File: config.mk
export PLATFORM = sky130hd
export DESIGN_NAME = tnnc_queue
export DESIGN_NICKNAME = d
export VERILOG_FILES = /design/src/hdl/tnnc_pkg.sv /design/src/hdl/tnnc_queue.sv
export SDC_FILE = /design/constraint.sdc
export NUM_CORES = 1
export LEC_CHECK = 0
export BUFFER_PORTS_ARGS = -buffer_cell sky130_fd_sc_hd__buf_2
export CORE_MARGIN = 4
export CORE_UTILIZATION = 40
export CTS_BUF_LIST = sky130_fd_sc_hd__clkbuf_4 sky130_fd_sc_hd__clkbuf_8 sky130_fd_sc_hd__clkbuf_16
export DETAILED_ROUTE_END_ITERATION = 16
export GPL_TIMING_DRIVEN = 0
export PLACE_DENSITY = 0.68
export SLEW_MARGIN = 20
export SYNTH_ARGS = -nofsm -noshare
export SYNTH_HDL_FRONTEND = slang
export SYNTH_SLANG_ARGS = --single-unit
File: constraint.sdc
create_clock -name clk -period 1.95 [get_ports clk]
set_clock_uncertainty 0.05 [all_clocks]
set_input_delay 0.195 -clock clk [delete_from_list [all_inputs] [get_ports clk]]
set_output_delay 0.195 -clock clk [all_outputs]
set_load 0.01 [all_outputs]
File: src/hdl/tnnc_pkg.sv
// Shared constants for the threshold nearest-neighbour clustering block.
package tnnc_pkg;

  localparam int unsigned MAX_SEQUENCES_DEF = 4096;
  localparam int unsigned DISTANCE_BITS_DEF = 32;

  localparam int unsigned DIST_FIELD_W = 32;
  localparam int unsigned SEQ_FIELD_W  = 12;
  localparam int unsigned CFG_W        = 32;

  localparam int unsigned QUEUE_DEPTH = 4;

  localparam logic MODE_DISTANCE = 1'b0;
  localparam logic MODE_END_ROW  = 1'b1;

endpackage

File: src/hdl/tnnc_queue.sv
// Short register queue between the front and back ends.
module tnnc_queue import tnnc_pkg::*; #(
  parameter int unsigned WIDTH = 16
) (
  input  logic             clk,
  input  logic             rst,
  input  logic             push,
  input  logic [WIDTH-1:0] push_data,
  input  logic             pop,
  output logic             full,
  output logic             not_empty,
  output logic [WIDTH-1:0] head
);

  localparam int unsigned PTR_W = $clog2(QUEUE_DEPTH);
  localparam int unsigned CNT_W = $clog2(QUEUE_DEPTH + 1);

  logic [WIDTH-1:0] slots [QUEUE_DEPTH];
  logic [PTR_W-1:0] wr_ptr;
  logic [PTR_W-1:0] rd_ptr;
  logic [CNT_W-1:0] count;

  assign full      = (count == CNT_W'(QUEUE_DEPTH));
  assign not_empty = (count != '0);
  assign head      = slots[rd_ptr];

  always_ff @(posedge clk) begin
    if (push) begin
      slots[wr_ptr] <= push_data;
    end
  end

  always_ff @(posedge clk) begin
    if (rst) begin
      wr_ptr <= '0;
      rd_ptr <= '0;
      count  <= '0;
    end else begin
      if (push) begin
        wr_ptr <= wr_ptr + 1'b1;
      end
      if (pop) begin
        rd_ptr <= rd_ptr + 1'b1;
      end
      if (push && !pop) begin
        count <= count + 1'b1;
      end else if (pop && !push) begin
        count <= count - 1'b1;
      end
    end
  end

endmodule

## After elaboration in Yosys (flattened, before gate mapping)

Memory sizes are Yosys's and may differ from the RTL's. A register that Yosys moved wholly into a read port is not among the register bits.
Cells that the tools add are included.

| operators by class | value |
|---|---|
| $add $sub $neg | 4 |
| equality and inequality tests | 1 |
| multiplexer cells | 6 |
| reductions and logical operators | 6 |

Operators by type and width:

| operator | count |
|---|---|
| two-way mux 3 bit | 2 |
| adder 2 x 1 -> 2 bit (second input constant) | 2 |
| two-way mux 2 bit | 2 |
| adder 3 x 1 -> 3 bit (second input constant) | 1 |
| == test 3 bit (second input constant) | 1 |
| nonzero test 3 bit | 1 |
| subtractor 3 x 1 -> 3 bit (second input constant) | 1 |
| logical AND 1 bit | 2 |
| zero test 1 bit | 2 |
| two-way mux 1 bit | 2 |
| nonzero test 2 bit | 1 |

| word-level totals | value |
|---|---|
| register bits | 7 |
| bits in writable memories | 64 |
| input port bits | 20 |
| output and inout port bits | 18 |
| logic and storage cells | 21 |
| memories kept | 1 |

Memories:

| name | words | bits a word | read ports | clocked after Yosys merged registers in | wr ports | RTL line | source |
|---|---|---|---|---|---|---|---|
| slots | 4 | 16 | 1 | 1 | 1 | tnnc_queue.sv:18 | `logic [WIDTH-1:0] slots [QUEUE_DEPTH];` |

## Logic depth before layout (Yosys ltp)

| logic depth | value |
|---|---|
| depth in word-level cells | 4 |
| depth in mapped cells | 7 |
| gate-level depth less buffers | 7 |

## Least setup slack after synthesis

Ideal clock, no wire load.

| path | value |
|---|---|
| kind | input to register |
| from | input pop |
| to | register count[2] |
| library setup time | 70 ps |
| arrival | 1385 ps |
| required time | 1830 ps |
| slack | 445 ps |
| stages | 7 |
| path buffers | 0 |
| cell sequence | inv_1 > ha_1 > inv_1 > fa_1 > xor2_1 > or3_1 > a21oi_1 |

| between the ends | value |
|---|---|
| longest elaborated chain between the ends | 3 |
| elaborated cells on any way between the ends | 5 |
| classes of those cells | mux (1); reduce/logical (4) |

RTL lines:

| element | RTL line | source |
|---|---|---|
| start, declared | tnnc_queue.sv:9 | `input logic pop,` |
| zero test 1 bit | tnnc_queue.sv:45 | `if (push && !pop) begin` |
| logical AND 1 bit | tnnc_queue.sv:45 |  |
| two-way mux 3 bit / nonzero test 2 bit (equally long branches) | -- |  |
| end signal, assigned | tnnc_queue.sv:46 | `count <= count + 1'b1;` |
| end signal, assigned | tnnc_queue.sv:48 | `count <= count - 1'b1;` |
| end, declared | tnnc_queue.sv:21 | `logic [CNT_W-1:0] count;` |

Parallel ways exist; a longest one is shown, timed or not.
A chain may end at the register's enable or synchronous reset.

==> impl_metrics.env <==
export IMPL_status="completed"
export IMPL_firstDrtPassIters=6
export IMPL_synthArstFlopShare_pct=0
export IMPL_top_usage_layer="met2"
export IMPL_synth_top_cell_area_share_pct=69.2
export IMPL_fmax_mhz=538
export IMPL_port_buffers=36
export IMPL_hp_class="in2reg"
export IMPL_gp_congestion=0.671
export IMPL_worstPathArrival_ns=1.61
export IMPL_path_cells="buf_6 -> clkbuf_16 -> mux4_2 -> buf_2"
export IMPL_drv_slew=0
export IMPL_track_usage_pct=11.6
export IMPL_ys_types=21
export IMPL_crit_required_ns=1.70
export IMPL_critPathMaxStageDelay_ns=0.49
export IMPL_grt_pass1_wl_microns=7160
export IMPL_cts_buffers=9
export IMPL_ant_nets=0
export IMPL_coreArea_sq_um=6760
export IMPL_drive_gt1_share_pct=37.0
export IMPL_grt_ovfl_total=0
export IMPL_dieArea_sq_um=8340
export IMPL_min_to="slots[2][10]"
export IMPL_r2r_slack_ns=0.27
export IMPL_start_kind="flop"
export IMPL_seq_area_frac_synth_pct=75.7
export IMPL_vias=1296
export IMPL_worstSetupEndpointType="output port"
export IMPL_dpl_hpwl_microns=2920
export IMPL_syn_area_per_cell_sq_um=21.7
export IMPL_synth_most_common_cell="edfxtp_1"
export IMPL_finalSetupViolCount=0
export IMPL_finalSetupTns_ns=0
export IMPL_drt_wl_total_microns=4450
export IMPL_syn_num_nets=154
export IMPL_worstHoldStart="push_data[10]"
export IMPL_area_growth_pct=18.2
export IMPL_clock_sinks=73
export IMPL_regToRegStartpoint="wr_ptr[0]"
export IMPL_cts_root_buf="clkbuf_8"
export IMPL_timing_hold_ws_ns=0.0317
export IMPL_rsz0062_at_grt="no"
export IMPL_max_cap_violations=0
export IMPL_cpLargestDelayFamily="multiplexers"
export IMPL_max_slew_margin_pct=42.8
export IMPL_leakagePower_nw=1.18
export IMPL_cts_setup_buffers=0
export IMPL_die_w_microns=91.3
export IMPL_rows=30
export IMPL_start_util_pct=41.1
export IMPL_antenna_found_initial=0
export IMPL_drt_iter0_markers=30
export IMPL_power_switching_w=0.000704
export IMPL_tightest_slew_ns=0.858
export IMPL_yosys_top_cells_area="edfxtp_1, mux4_2, dfxtp_1"
export IMPL_cts_buffer_depth=2
export IMPL_dieHeight_microns=91.3
export IMPL_nNetsFinal=202
export IMPL_powerDensity_nw_per_um2=1010
export IMPL_critPathSlowestCell="mux4_2"
export IMPL_p_clk_share_pct=33.8
export IMPL_setup_slack_ns=0.0910
export IMPL_grtUsageMet1_pct=13.2
export IMPL_htree_num_levels=3
export IMPL_grt_start_max_net_pins=17
export IMPL_fin_crit_sh_pct=95.3
export IMPL_synthTopCellsByCount="edfxtp_1, mux4_2, dfxtp_1"
export IMPL_ir_worst_vdd_v=0.000361
export IMPL_synth_cells=128
export IMPL_critPathKind="reg2out"
export IMPL_cts_tree="done"
export IMPL_wl_per_cell_microns=17.0
export IMPL_p_sw_share_pct=21.2
export IMPL_crit_fanout=8
export IMPL_diodes=0
export IMPL_vias_per_cell=4.97
export IMPL_drc_errors=0
export IMPL_syn_area_sq_um=2780
export IMPL_final_hold_violation_count=0
export IMPL_yosys_warnings=0
export IMPL_synth_largest_area_cell="edfxtp_1"
export IMPL_clk_pin_slew_ns=0.07
export IMPL_power_internal_w=0.00262
export IMPL_globalRouteMet2Util_pct=19.7
export IMPL_grt_pass1_vias=1412
export IMPL_p_seq_share_pct=54.8
export IMPL_r2r_end="slots[3][15]"
export IMPL_period_minus_slack_ns=1.86
export IMPL_yosys_register_bits=73
export IMPL_comb_power_share_pct=11.4
export IMPL_use_met3_pct=3.73
export IMPL_clock_latency_ns=0.32
export IMPL_pin_count=38
export IMPL_pre_cts_ws_ns=0.185
export IMPL_synth_edf_count=64
export IMPL_hold_depth=1
export IMPL_cp_buffers_inverters=3
export IMPL_reg2reg_depth=2
export IMPL_dominantRegCellSynth="edfxtp_1"
metrics by stage:
step	util [%]	instance area [sq um]	cells	power [W]
after floorplan	-	2780	128	0.00208
after global placement	45.2	3060	244	0.00221
after detailed placement	45.2	3060	244	0.00223
after CTS	48.1	3250	260	0.00336
after global routing	48.6	3280	261	0.00349
final	48.6	3280	261	0.00333
final cells by class:
class | count | area, sq um
Multi-Input combinational cell | 46 | 614
Clock inverter | 4 | 43.8
Clock buffer | 12 | 153
Buffer | 5 | 47.5
Timing Repair Buffer | 37 | 205
Sequential cell | 73 | 2100
Inverter | 4 | 15.0
Fill cell | 582 | 3470
Tap cell | 80 | 100
flip-flops by register name, summed over array words and instances (netlist names), named ones only:
register and cells:
count 3, rd_ptr 2, slots 64, wr_ptr 2
repair_timing:
item,CTS,global route
hold endpoints to repair,0,0
endpoints found under the setup margin,0,8
resized for setup,0,2
hold buffers,0,0
metal layers:
layer	up-vias	wire length, microns
li1	607	-
met1	649	1770
met2	32	2380
met3	8	247
met4	0	57
met5	-	0
cells by family (layout without fill, tap and decap cells):
group           count (synthesis)  count (layout)  share of synthesized area, %
xor+xnor                        5               5                          1.58
buf+inv                         9              62                          2.16
compound gates                  2               2                         0.360
simple gates                   15              15                          2.70
fa+ha+maj                       6               6                          2.97
flops                          73              73                          75.7
mux                            18              18                          14.5
cell usage in the layout (no fill, tap or decap), types with 2 or more instances in the layout:
cell and instances:
and2_1 4, clkbuf_4 3, xor2_1 3, mux4_2 10, nor2_1 7, mux2i_1 2
dfxtp_1 8, xnor2_1 2, or3_1 2, ha_1 5, clkbuf_8 10, edfxtp_1 64
clkinv_2 2, mux4_1 6, buf_2 37, inv_1 4
worst reg2reg max path: stages (launching register included):
cell     delay (ns)
dfxtp_1        0.41
ha_1           0.16
and2_1         0.68
how the worst max path moves through the flow:
stage	end	cells after the start	from	slack [ns]
after floorplan	count[2]	7	pop	0.44
after global placement	count[2]	8	pop	0.28
after detailed placement	count[2]	7	push	0.19
after CTS	head[6]	4	flop	0.04
after global routing	head[4]	4	flop	0.02
final	head[9]	4	flop	0.09
power by group through the flow:
| stage | logic [W] | clock network, W | registers, W |
|---|---|---|---|
| 2_1_floorplan | 0.000239 | 0 | 0.00185 |
| 3_3_place_gp | 0.000359 | 0 | 0.00185 |
| 3_5_place_dp | 0.000375 | 0 | 0.00186 |
| 4_1_cts | 0.000376 | 0.00116 | 0.00182 |
| 5_1_grt | 0.000419 | 0.00124 | 0.00183 |
| 6_report | 0.000379 | 0.00113 | 0.00182 |
Note: power is estimated with default switching activity, not from simulation.
