==> src/hdl/tnnc_pkg.sv <==
// Shared constants for the threshold nearest-neighbour clustering block.
package tnnc_pkg;

  localparam int unsigned MAX_SEQUENCES_DEF = 4096;
  localparam int unsigned DISTANCE_BITS_DEF = 32;

  localparam int unsigned DIST_FIELD_W = 32;
  localparam int unsigned SEQ_FIELD_W  = 12;
  localparam int unsigned CFG_W        = 32;

  localparam int unsigned QUEUE_DEPTH = 4;

  localparam logic MODE_DISTANCE = 1'b0;
  localparam logic MODE_END_ROW  = 1'b1;

endpackage

==> src/hdl/tnnc_front.sv <==
// Front end: accepts items, tracks row position, runs the threshold compare.
module tnnc_front import tnnc_pkg::*; #(
  parameter int unsigned MAX_SEQUENCES = MAX_SEQUENCES_DEF,
  parameter int unsigned DISTANCE_BITS = DISTANCE_BITS_DEF
) (
  input  logic                             clk,
  input  logic                             rst,
  input  logic                             cfg_write,
  input  logic [CFG_W-1:0]                 cfg_data,
  input  logic                             in_valid,
  input  logic                             in_stall,
  input  logic                             mode,
  input  logic [DIST_FIELD_W-1:0]          distance,
  output logic                             push,
  output logic                             push_eor,
  output logic [$clog2(MAX_SEQUENCES)-1:0] push_pos,
  output logic [SEQ_FIELD_W-1:0]           push_seq,
  output logic                             push_ovf
);

  localparam int unsigned ID_W  = $clog2(MAX_SEQUENCES);
  localparam int unsigned CNT_W = $clog2(MAX_SEQUENCES + 1);
  localparam int unsigned CMP_W = (DISTANCE_BITS < DIST_FIELD_W) ? DISTANCE_BITS : DIST_FIELD_W;

  logic [CMP_W-1:0] threshold;
  logic [CNT_W-1:0] cur;
  logic [CNT_W-1:0] pos;
  logic             accept;
  logic             below;
  logic             ovf;
  logic [CNT_W+SEQ_FIELD_W-1:0] cur_ext;

  assign accept  = in_valid && !in_stall;
  assign below   = distance[CMP_W-1:0] < threshold;
  assign ovf     = (cur == CNT_W'(MAX_SEQUENCES));
  assign cur_ext = (CNT_W+SEQ_FIELD_W)'(cur);

  // Only links and row ends matter to the back end; drop the rest here.
  assign push     = accept && ((mode == MODE_END_ROW) || ((pos < cur) && below));
  assign push_eor = (mode == MODE_END_ROW);
  assign push_pos = (mode == MODE_END_ROW) ? cur[ID_W-1:0] : pos[ID_W-1:0];
  assign push_seq = cur_ext[SEQ_FIELD_W-1:0];
  assign push_ovf = ovf;

  always_ff @(posedge clk) begin
    if (rst) begin
      threshold <= '0;
      cur       <= '0;
      pos       <= '0;
    end else begin
      if (cfg_write) begin
        threshold <= cfg_data[CMP_W-1:0];
      end
      if (accept) begin
        if (mode == MODE_END_ROW) begin
          pos <= '0;
          if (!ovf) begin
            cur <= cur + 1'b1;
          end
        end else if (pos != CNT_W'(MAX_SEQUENCES)) begin
          pos <= pos + 1'b1;
        end
      end
    end
  end

endmodule

==> config.mk <==
export PLATFORM = sky130hd
export DESIGN_NAME = tnnc_front
export DESIGN_NICKNAME = d
export VERILOG_FILES = /design/src/hdl/tnnc_pkg.sv /design/src/hdl/tnnc_front.sv
export SDC_FILE = /design/constraint.sdc
export NUM_CORES = 1
export LEC_CHECK = 0
export ABC_AREA = 1
export BUFFER_PORTS_ARGS = -buffer_cell sky130_fd_sc_hd__buf_2
export CORE_MARGIN = 10
export CORE_UTILIZATION = 54
export DETAILED_ROUTE_END_ITERATION = 10
export PLACE_DENSITY = 0.92
export REMOVE_ABC_BUFFERS = 1
export SLEW_MARGIN = 5
export SYNTH_ARGS = -nofsm -noshare
export SYNTH_HDL_FRONTEND = slang
export SYNTH_SLANG_ARGS = --single-unit
==> constraint.sdc <==
create_clock -name clk -period 1.9 [get_ports clk]
set_input_delay 0.38 -clock clk [delete_from_list [all_inputs] [get_ports clk]]
set_output_delay 0.38 -clock clk [all_outputs]
set_load 0.005 [all_outputs]
Word-level counts from Yosys, hierarchy flattened
Index checks and enable logic that the tools add are counted.
{"block": "totals", "in_bits": 70, "latch_bits": 0, "mem_bits_ro": 0, "reg_bits": 58, "ram_bits": 0, "output_inout_bits": 27, "mem_count": 0, "wordCells": 21}
{"block": "classes", "muxes": 3, "n_addsub": 2, "shift": 0, "n_reduce_logical": 8, "n_eq_ne": 2, "n_lt_le_gt_ge": 2, "mul": 0, "bitwise": 1, "div_mod_pow": 0}
{"op": "less-than comparator 32 bit", "count": 1}
{"op": "adder 13 x 1 -> 13 bit (second input constant)", "count": 2}
{"op": "two-way mux 13 bit", "count": 2}
{"op": "equality test 13 bit (second input constant)", "count": 1}
{"op": "less-than comparator 13 bit", "count": 1}
{"op": "!= test 13 bit (second input constant)", "count": 1}
{"op": "two-way mux 12 bit", "count": 1}
{"op": "logical AND 1 bit", "count": 3}
{"op": "AND reduction 3 bit", "count": 1}
{"op": "AND reduction 2 bit", "count": 1}
{"op": "nonzero test 2 bit", "count": 1}
{"op": "logical NOT 1 bit", "count": 1}
{"op": "logical OR 1 bit", "count": 1}
{"op": "inverter 1 bit", "count": 1}

Depth between registers and ports, before layout
Gate-level depths: netlist of run 1.
{"block": "depth", "depth_word": 4, "mapped_depth": 13, "mapped_depth_nobuf": 13}

Worst setup path after synthesis of run 1
Ideal clock, no wire load.
{"block": "synth_path", "path_kind": "reg-to-output", "from": "reg cur[8]", "to": "out push", "required_time_ns": 1.520, "stages_incl_launch_ff": 12, "arrival_time_ns": 1.369, "path_buffers": 0, "setup_slack_ns": 0.151, "cell_sequence": "dfxtp_1 > inv_1 > ha_1 > nand2_1 > inv_1 > nand2_1 > a21oi_1 > nor2_1 > nand3_1 > nor2_1 > nand2_1 > nand2_1"}
{"block": "synth_between", "elab_chain_cells": 4}
{"element": "start, declared", "line_no": "tnnc_front.sv:26", "text": "logic [CNT_W-1:0] cur;"}
{"element": "start signal, assigned", "line_no": "tnnc_front.sv:58", "text": "cur <= cur + 1'b1;"}
{"element": "less-than comparator 13 bit", "line_no": "tnnc_front.sv:39", "text": "assign push = accept && ((mode == MODE_END_ROW) || ((pos < cur) && below));"}
{"element": "logical AND 1 bit", "line_no": "tnnc_front.sv:39"}
{"element": "logical OR 1 bit", "line_no": "tnnc_front.sv:39"}
{"element": "logical AND 1 bit", "line_no": "tnnc_front.sv:39"}
{"element": "end, declared", "line_no": "tnnc_front.sv:14", "text": "output logic push,"}
No other way between the ends.

Worst setup path in the final report of run 1
{"block": "layout_path", "from": "reg threshold[21]", "to": "out push"}
{"block": "layout_between", "elab_chain_cells": 4}
{"element": "start, declared", "line_no": "tnnc_front.sv:25", "text": "logic [CMP_W-1:0] threshold;"}
{"element": "start signal, assigned", "line_no": "tnnc_front.sv:52", "text": "threshold <= cfg_data[CMP_W-1:0];"}
{"element": "less-than comparator 32 bit", "line_no": "tnnc_front.sv:34", "text": "assign below = distance[CMP_W-1:0] < threshold;"}
{"element": "logical AND 1 bit", "line_no": "tnnc_front.sv:39"}
{"element": "logical OR 1 bit", "line_no": "tnnc_front.sv:39"}
{"element": "logical AND 1 bit", "line_no": "tnnc_front.sv:39"}
No other way between the ends.

==> results of run 1 <==
==> per-layer routing <==
| metal | up-vias | global-route usage | wire, um |
|---|---|---|---|
| met3 | 56 | 0.07488 | 1333 |
| met2 | 233 | 0.3609 | 6176 |
| met5 | - | 0 | 0 |
| li1 | 2106 | - | - |
| met1 | 2002 | 0.2332 | 5020 |
| met4 | 0 | 0.08994 | 503 |
==> metrics by stage <==
step / cells / worst slack [ns] / util / hold slack, ns
finish: 799 / -0.3305 / 0.7402 / 0.2553
global route: 799 / -0.4320 / 0.7402 / 0.2711
CTS: 797 / -0.2952 / 0.6945 / 0.2541
detailed placement: 781 / -0.08516 / 0.6510 / 0.4497
global placement: 781 / -0.09121 / 0.6510 / 0.4428
floorplan: 554 / 0.1278 / - / 0.4353
==> placed cells by master, fill, tap and decap left out, types with 11 or more instances in the layout <==
cell type    n
nand2_1    117
buf_2       96
inv_1       62
dfxtp_1     48
o21ai_0     47
a21oi_1     46
nor2_1      37
buf_4       31
inv_2       25
ha_1        25
ha_4        22
nand3_1     19
a21oi_2     17
nor3_1      13
nand4_1     12
nand2_2     11
==> final timing paths <==
check	to	slack (ns)	from
worst max-delay path	push	-0.33	threshold[21]$_SDFFE_PP0P_
worst min-delay path	threshold[0]$_SDFFE_PP0P_	0.26	cfg_data[0]
worst max register to register	pos[2]$_SDFFE_PP0P_	0.16	pos[0]$_SDFFE_PP0P_
worst min register to register	threshold[30]$_SDFFE_PP0P_	0.46	threshold[30]$_SDFFE_PP0P_
==> worst min-delay path: stages <==
cell    delay (ns)
buf_2         0.08
nor2_1        0.04
nor2_1        0.08
==> cells in the mapped netlist (8+ instances only) <==
master	instances
buf_4	13
dfxtp_1	58
nand2_2	8
xor2_1	10
ha_1	47
nand4_1	12
nor3_1	15
nand2_1	122
inv_2	11
a21oi_2	9
a21oi_1	55
nor2_1	41
nand3_1	21
o21ai_0	50
clkbuf_1	12
inv_1	76
==> sequential cells by signal, indices dropped and copies added, names as in the netlist <==
| register | flops |
|---|---|
| threshold | 32 |
| cur | 13 |
| pos | 13 |
==> timing repair <==
item / in CTS / in global routing
resized for setup: 12 / 66
endpoints found under the setup margin: 1 / 2
hold endpoints to repair: 0 / 0
pin swaps: 3 / 19
buffers inserted: 0 / 2
==> where the power goes <==
part,switching [mW],internal [mW],total (mW)
clock network,0.540,0.865,1.40
registers,0.0218,1.27,1.29
logic,0.340,0.268,0.607
total,0.901,2.40,3.30
==> cell type report <==
class	instances	area (um2)	area share
Multi-Input combinational cell	406	2724	0.5073
Sequential cell	58	1174	0.2186
Timing Repair Buffer	130	773.2	0.1440
Inverter	90	341.6	0.06362
Clock buffer	10	127.6	0.02377
Tap cell	99	123.9	0.02307
Clock inverter	6	105.1	0.01958
==> cells by family after synthesis <==
logic type      Yosys count  synth area share
compound gates          119            0.1593
simple gates            230            0.2530
buf+inv                 119            0.1319
xor+xnor                 10           0.02173
flops                    58            0.2881
fa+ha+maj                47            0.1459
==> flow_summary.toml, run 1 <==
[synthesis]
synthArstFlopShare = 0
synth_top_area_cell = "dfxtp_1"
synth_top_area_share = 0.2881
synth.cell_area_mm2 = 0.004030
syn_inst = 583
synth-edff-count = 0
avgSynthCellArea_um2 = 6.913
synth_ff_type = "dfxtp_1"
synth_cell_type_count = 33
synth.yosys.seq_area_share = 0.2881
synth.area.top_cells = "dfxtp_1 (29%), ha_1 (15%), nand2_1 (11%)"
ys_ff_latch = 58
yosysWarnings = 0

[setup_path]
arrival_ns = 1.85
crit_required_ns = 1.52
end_kind = "primary output"
crit_type = "reg2out"
cpLargestDelayFamily = "simple AND/OR/NAND/NOR gates"
critPathSlowestCell = "dfxtp_2"
crit_buf_inv = 2
path_depth = 10
reg2reg_depth = 10
path_cells = "inv_2 > ha_4 > nand2_4 > nor2_4 > nand4_1 > nor4_1 > nand2_1 > nand2_1 > nand2_1 > buf_2"
start_kind = "flop"
crit_path_max_fanout = 2
cp_common_cell = "nand2_1"
slowest_delay_ns = 0.32

[timing]
max_freq_mhz = 448.3
final.setup.worst_slack_ns = -0.3305
rsz0062_at_grt = "yes"
slew_headroom = 0.7172
worst_pin_slew_ns = 0.4238
drv_slew = 0
tns_ns = -0.3305
min_period_ns = 2.231
finClkSkew_ns = 0.005994
hold_viol_final = 0
setup_viol = 1
period_share = 1.174

[cells_and_area]
layout-drive-gt1-share = 0.3600
fillers = 504
area_delta_synth_final_pct = 33.22
antennaDiodeCount = 0
layout.nets = 812
final_cell_area_mm2 = 0.005369

[cts]
clock_latency_ns = 0.35
cts_made_buffers = 9
htreeDepth = 3
cts_root_buffer = "clkbuf_8"
cts_tree = "built"
clock_path_buffers = 2
clock_sinks = 58
cts_hold_buf = 0
clkTransAtPathRegs_ns = 0.07

[place]
place.gp.congestion = 0.9810
port_buffers = 96
place_area_mm2 = 0.004722
post-dp-hpwl_mm = 9.086

[floorplanning]
dieArea_mm2 = 0.01132
die_h_um = 106.4
core_area_mm2 = 0.007253
io_pins = 97
die_w_um = 106.4
rows = 31
initial_utilization = 0.5556

[routing]
drtAntennaViolNets = 0
drt_iter0_markers = 231
drt_first_pass_iters = 7
drc = 0
vias = 4397
viasPerCell = 5.503
routedWlPerCell_um = 16.31
drt-total-wl_mm = 13.03

[hold_path]
hold_class = "in2reg"
holdPathStages = 3

[global_route]
grt_pass1_vias = 4408
grt_antenna_before_repair = 0
overflow = 0
grt_pass1_wl_mm = 19.91
grt_max_degree = 52
grtUsageTotal = 0.2115

[power]
leakage_nw = 2.412
power_density_mw_per_mm2 = 615.2
vdd_ir_drop_max_uv = 538.4
power_mw = 3.303

[outcome]
run_status = "complete, but fails checks"
violations = "negative setup slack"

[flow_run]
drv_cap = 0
Power figures use the tool's default switching activity.
==> run 2, diff against run 1 <==
- SKIP_LAST_GASP: unset -> 1
==> run 2 against run 1 <==
  * Die area is the same
  * Design area shrank 1.2%
  * Clock power is essentially flat
  * The flow still finishes with violations (negative setup slack)
  * Largest power group unchanged
==> flow_summary.toml, run 2 (same netlist as run 1, synthesis figures left out) <==
[timing]
tns_ns = -0.3064
finClkSkew_ns = 0.005464
period_share = 1.161
min_period_ns = 2.206
slew_headroom = 0.7102
worst_pin_slew_ns = 0.4343
final.setup.worst_slack_ns = -0.3064
hold_viol_final = 0
setup_viol = 1
max_freq_mhz = 453.2
rsz0062_at_grt = "yes"
drv_slew = 0

[power]
power_density_mw_per_mm2 = 613.7
internal-power_mw = 2.386
switching_share = 0.2669
power_mw = 3.254
leakage_nw = 2.396
clkPwrFrac = 0.427
switchingPower_mw = 0.8686
vdd_ir_drop_max_uv = 536.4
p_comb_frac = 0.176
seq_power_share = 0.397

[place]
place_area_mm2 = 0.004722
place.gp.congestion = 0.9810
port_buffers = 96
post-dp-hpwl_mm = 9.086
pre_cts_slack_ns = -0.08516

[cells_and_area]
largest_reg_flops = 32
layout-drive-gt1-share = 0.3462
fillers = 521
area_delta_synth_final_pct = 31.57
largestRegisters = "threshold: 32 flops, cur: 13 flops, pos: 13 flops"
antennaDiodeCount = 0
final_cell_area_mm2 = 0.005303
layout_common_cells = "nand2_1 (118), buf_2 (96), inv_1 (64)"
regMostFlops = "threshold"
final_common_cell = "nand2_1"
layout.nets = 811

[routing]
drt_first_pass_iters = 5
drt_iter0_markers = 267
drtAntennaViolNets = 0
viasPerCell = 5.454
drc = 0
drt-total-wl_mm = 12.84
routedWlPerCell_um = 16.09
vias = 4352

[global_route]
grt_antenna_before_repair = 0
overflow = 0
grt_max_degree = 52
grtUsageTotal = 0.2108
grt_pass1_vias = 4399
grt_pass1_wl_mm = 19.89

[cts]
cts_made_buffers = 9
clock_latency_ns = 0.34
clock_path_buffers = 2
cts_root_buffer = "clkbuf_8"
cts_tree = "built"
clock_sinks = 58
clkTransAtPathRegs_ns = 0.07
htreeDepth = 3

[floorplanning]
die_w_um = 106.4
dieArea_mm2 = 0.01132
initial_utilization = 0.5556
rows = 31
die_h_um = 106.4
core_area_mm2 = 0.007253
io_pins = 97

[setup_path]
start_kind = "flop"
critPathSlowestCell = "dfxtp_2"
arrival_ns = 1.83
path_cells = "inv_2 > ha_4 > nand2_2 > nor2_2 > nand4_1 > nor4_1 > nand2_1 > nand2_1 > nand2_1 > buf_2"
cp_common_cell = "nand2_1"
crit_path_max_fanout = 2
crit_type = "reg2out"
slowest_delay_ns = 0.32
end_kind = "primary output"
crit_required_ns = 1.52

[outcome]
run_status = "complete, but fails checks"
violations = "negative setup slack"

[hold_path]
hold_class = "in2reg"

[flow_run]
drv_cap = 0
[run 2: final timing paths]
kind | from | endpoint | slack [ns] | cells past startpoint
setup / recovery | threshold[21]$_SDFFE_PP0P_ | push | -0.31 | 10
hold / removal | cfg_data[0] | threshold[0]$_SDFFE_PP0P_ | 0.26 | 3
setup reg to reg | pos[0]$_SDFFE_PP0P_ | pos[3]$_SDFFE_PP0P_ | 0.13 | 10
hold reg to reg | threshold[30]$_SDFFE_PP0P_ | threshold[30]$_SDFFE_PP0P_ | 0.46 | 2
[run 2: what timing repair did]
item                       4_1_cts  5_1_grt
resized for setup                8       57
hold buffers                     0        0
hold endpoints to repair         0        0
pin swaps                        2       16
setup endpoints to repair        1        2
setup buffers                    0        1
[run 2: power by group through the flow]
| stage | Clock, mW | Sequential [mW] | Combinational, mW |
|---|---|---|---|
| floorplan | 0 | 1.31 | 0.274 |
| global placement | 0 | 1.31 | 0.452 |
| detailed placement | 0 | 1.31 | 0.478 |
| CTS | 1.40 | 1.28 | 0.486 |
| global route | 1.47 | 1.29 | 0.651 |
| finish | 1.39 | 1.29 | 0.574 |
[run 2: cell type report]
cell class / instances / area [um2] / area share
clock buffers: 10 / 127.6 / 0.02407
clock inverters: 6 / 105.1 / 0.01982
inverters: 90 / 341.6 / 0.06442
multi-input cells: 406 / 2668 / 0.5031
flip-flops and latches: 58 / 1171 / 0.2209
well taps: 99 / 123.9 / 0.02336
repair buffers: 129 / 765.7 / 0.1444
[run 2: per-layer routing]
| layer | global-route usage | routed length, um |
|---|---|---|
| met5 | 0 | 0 |
| met4 | 0.08704 | 421 |
| met3 | 0.07428 | 1402 |
| met2 | 0.3578 | 6129 |
| met1 | 0.2351 | 4882 |
[run 2: per-stage QoR]
step	hold slack (ns)	instances	utilization
finish	0.2632	798	0.7311
global placement	0.4428	781	0.6510
floorplan	0.4353	554	-
CTS	0.2541	797	0.6902
global route	0.2742	798	0.7311
detailed placement	0.4497	781	0.6510
[run 2: critical path: cells and delay by family, from the launching register on]
kind	cells	cell delay [ns]
flops	1	0.32
buf+inv	2	0.17
simple gates	7	0.73
fa+ha+maj	1	0.26
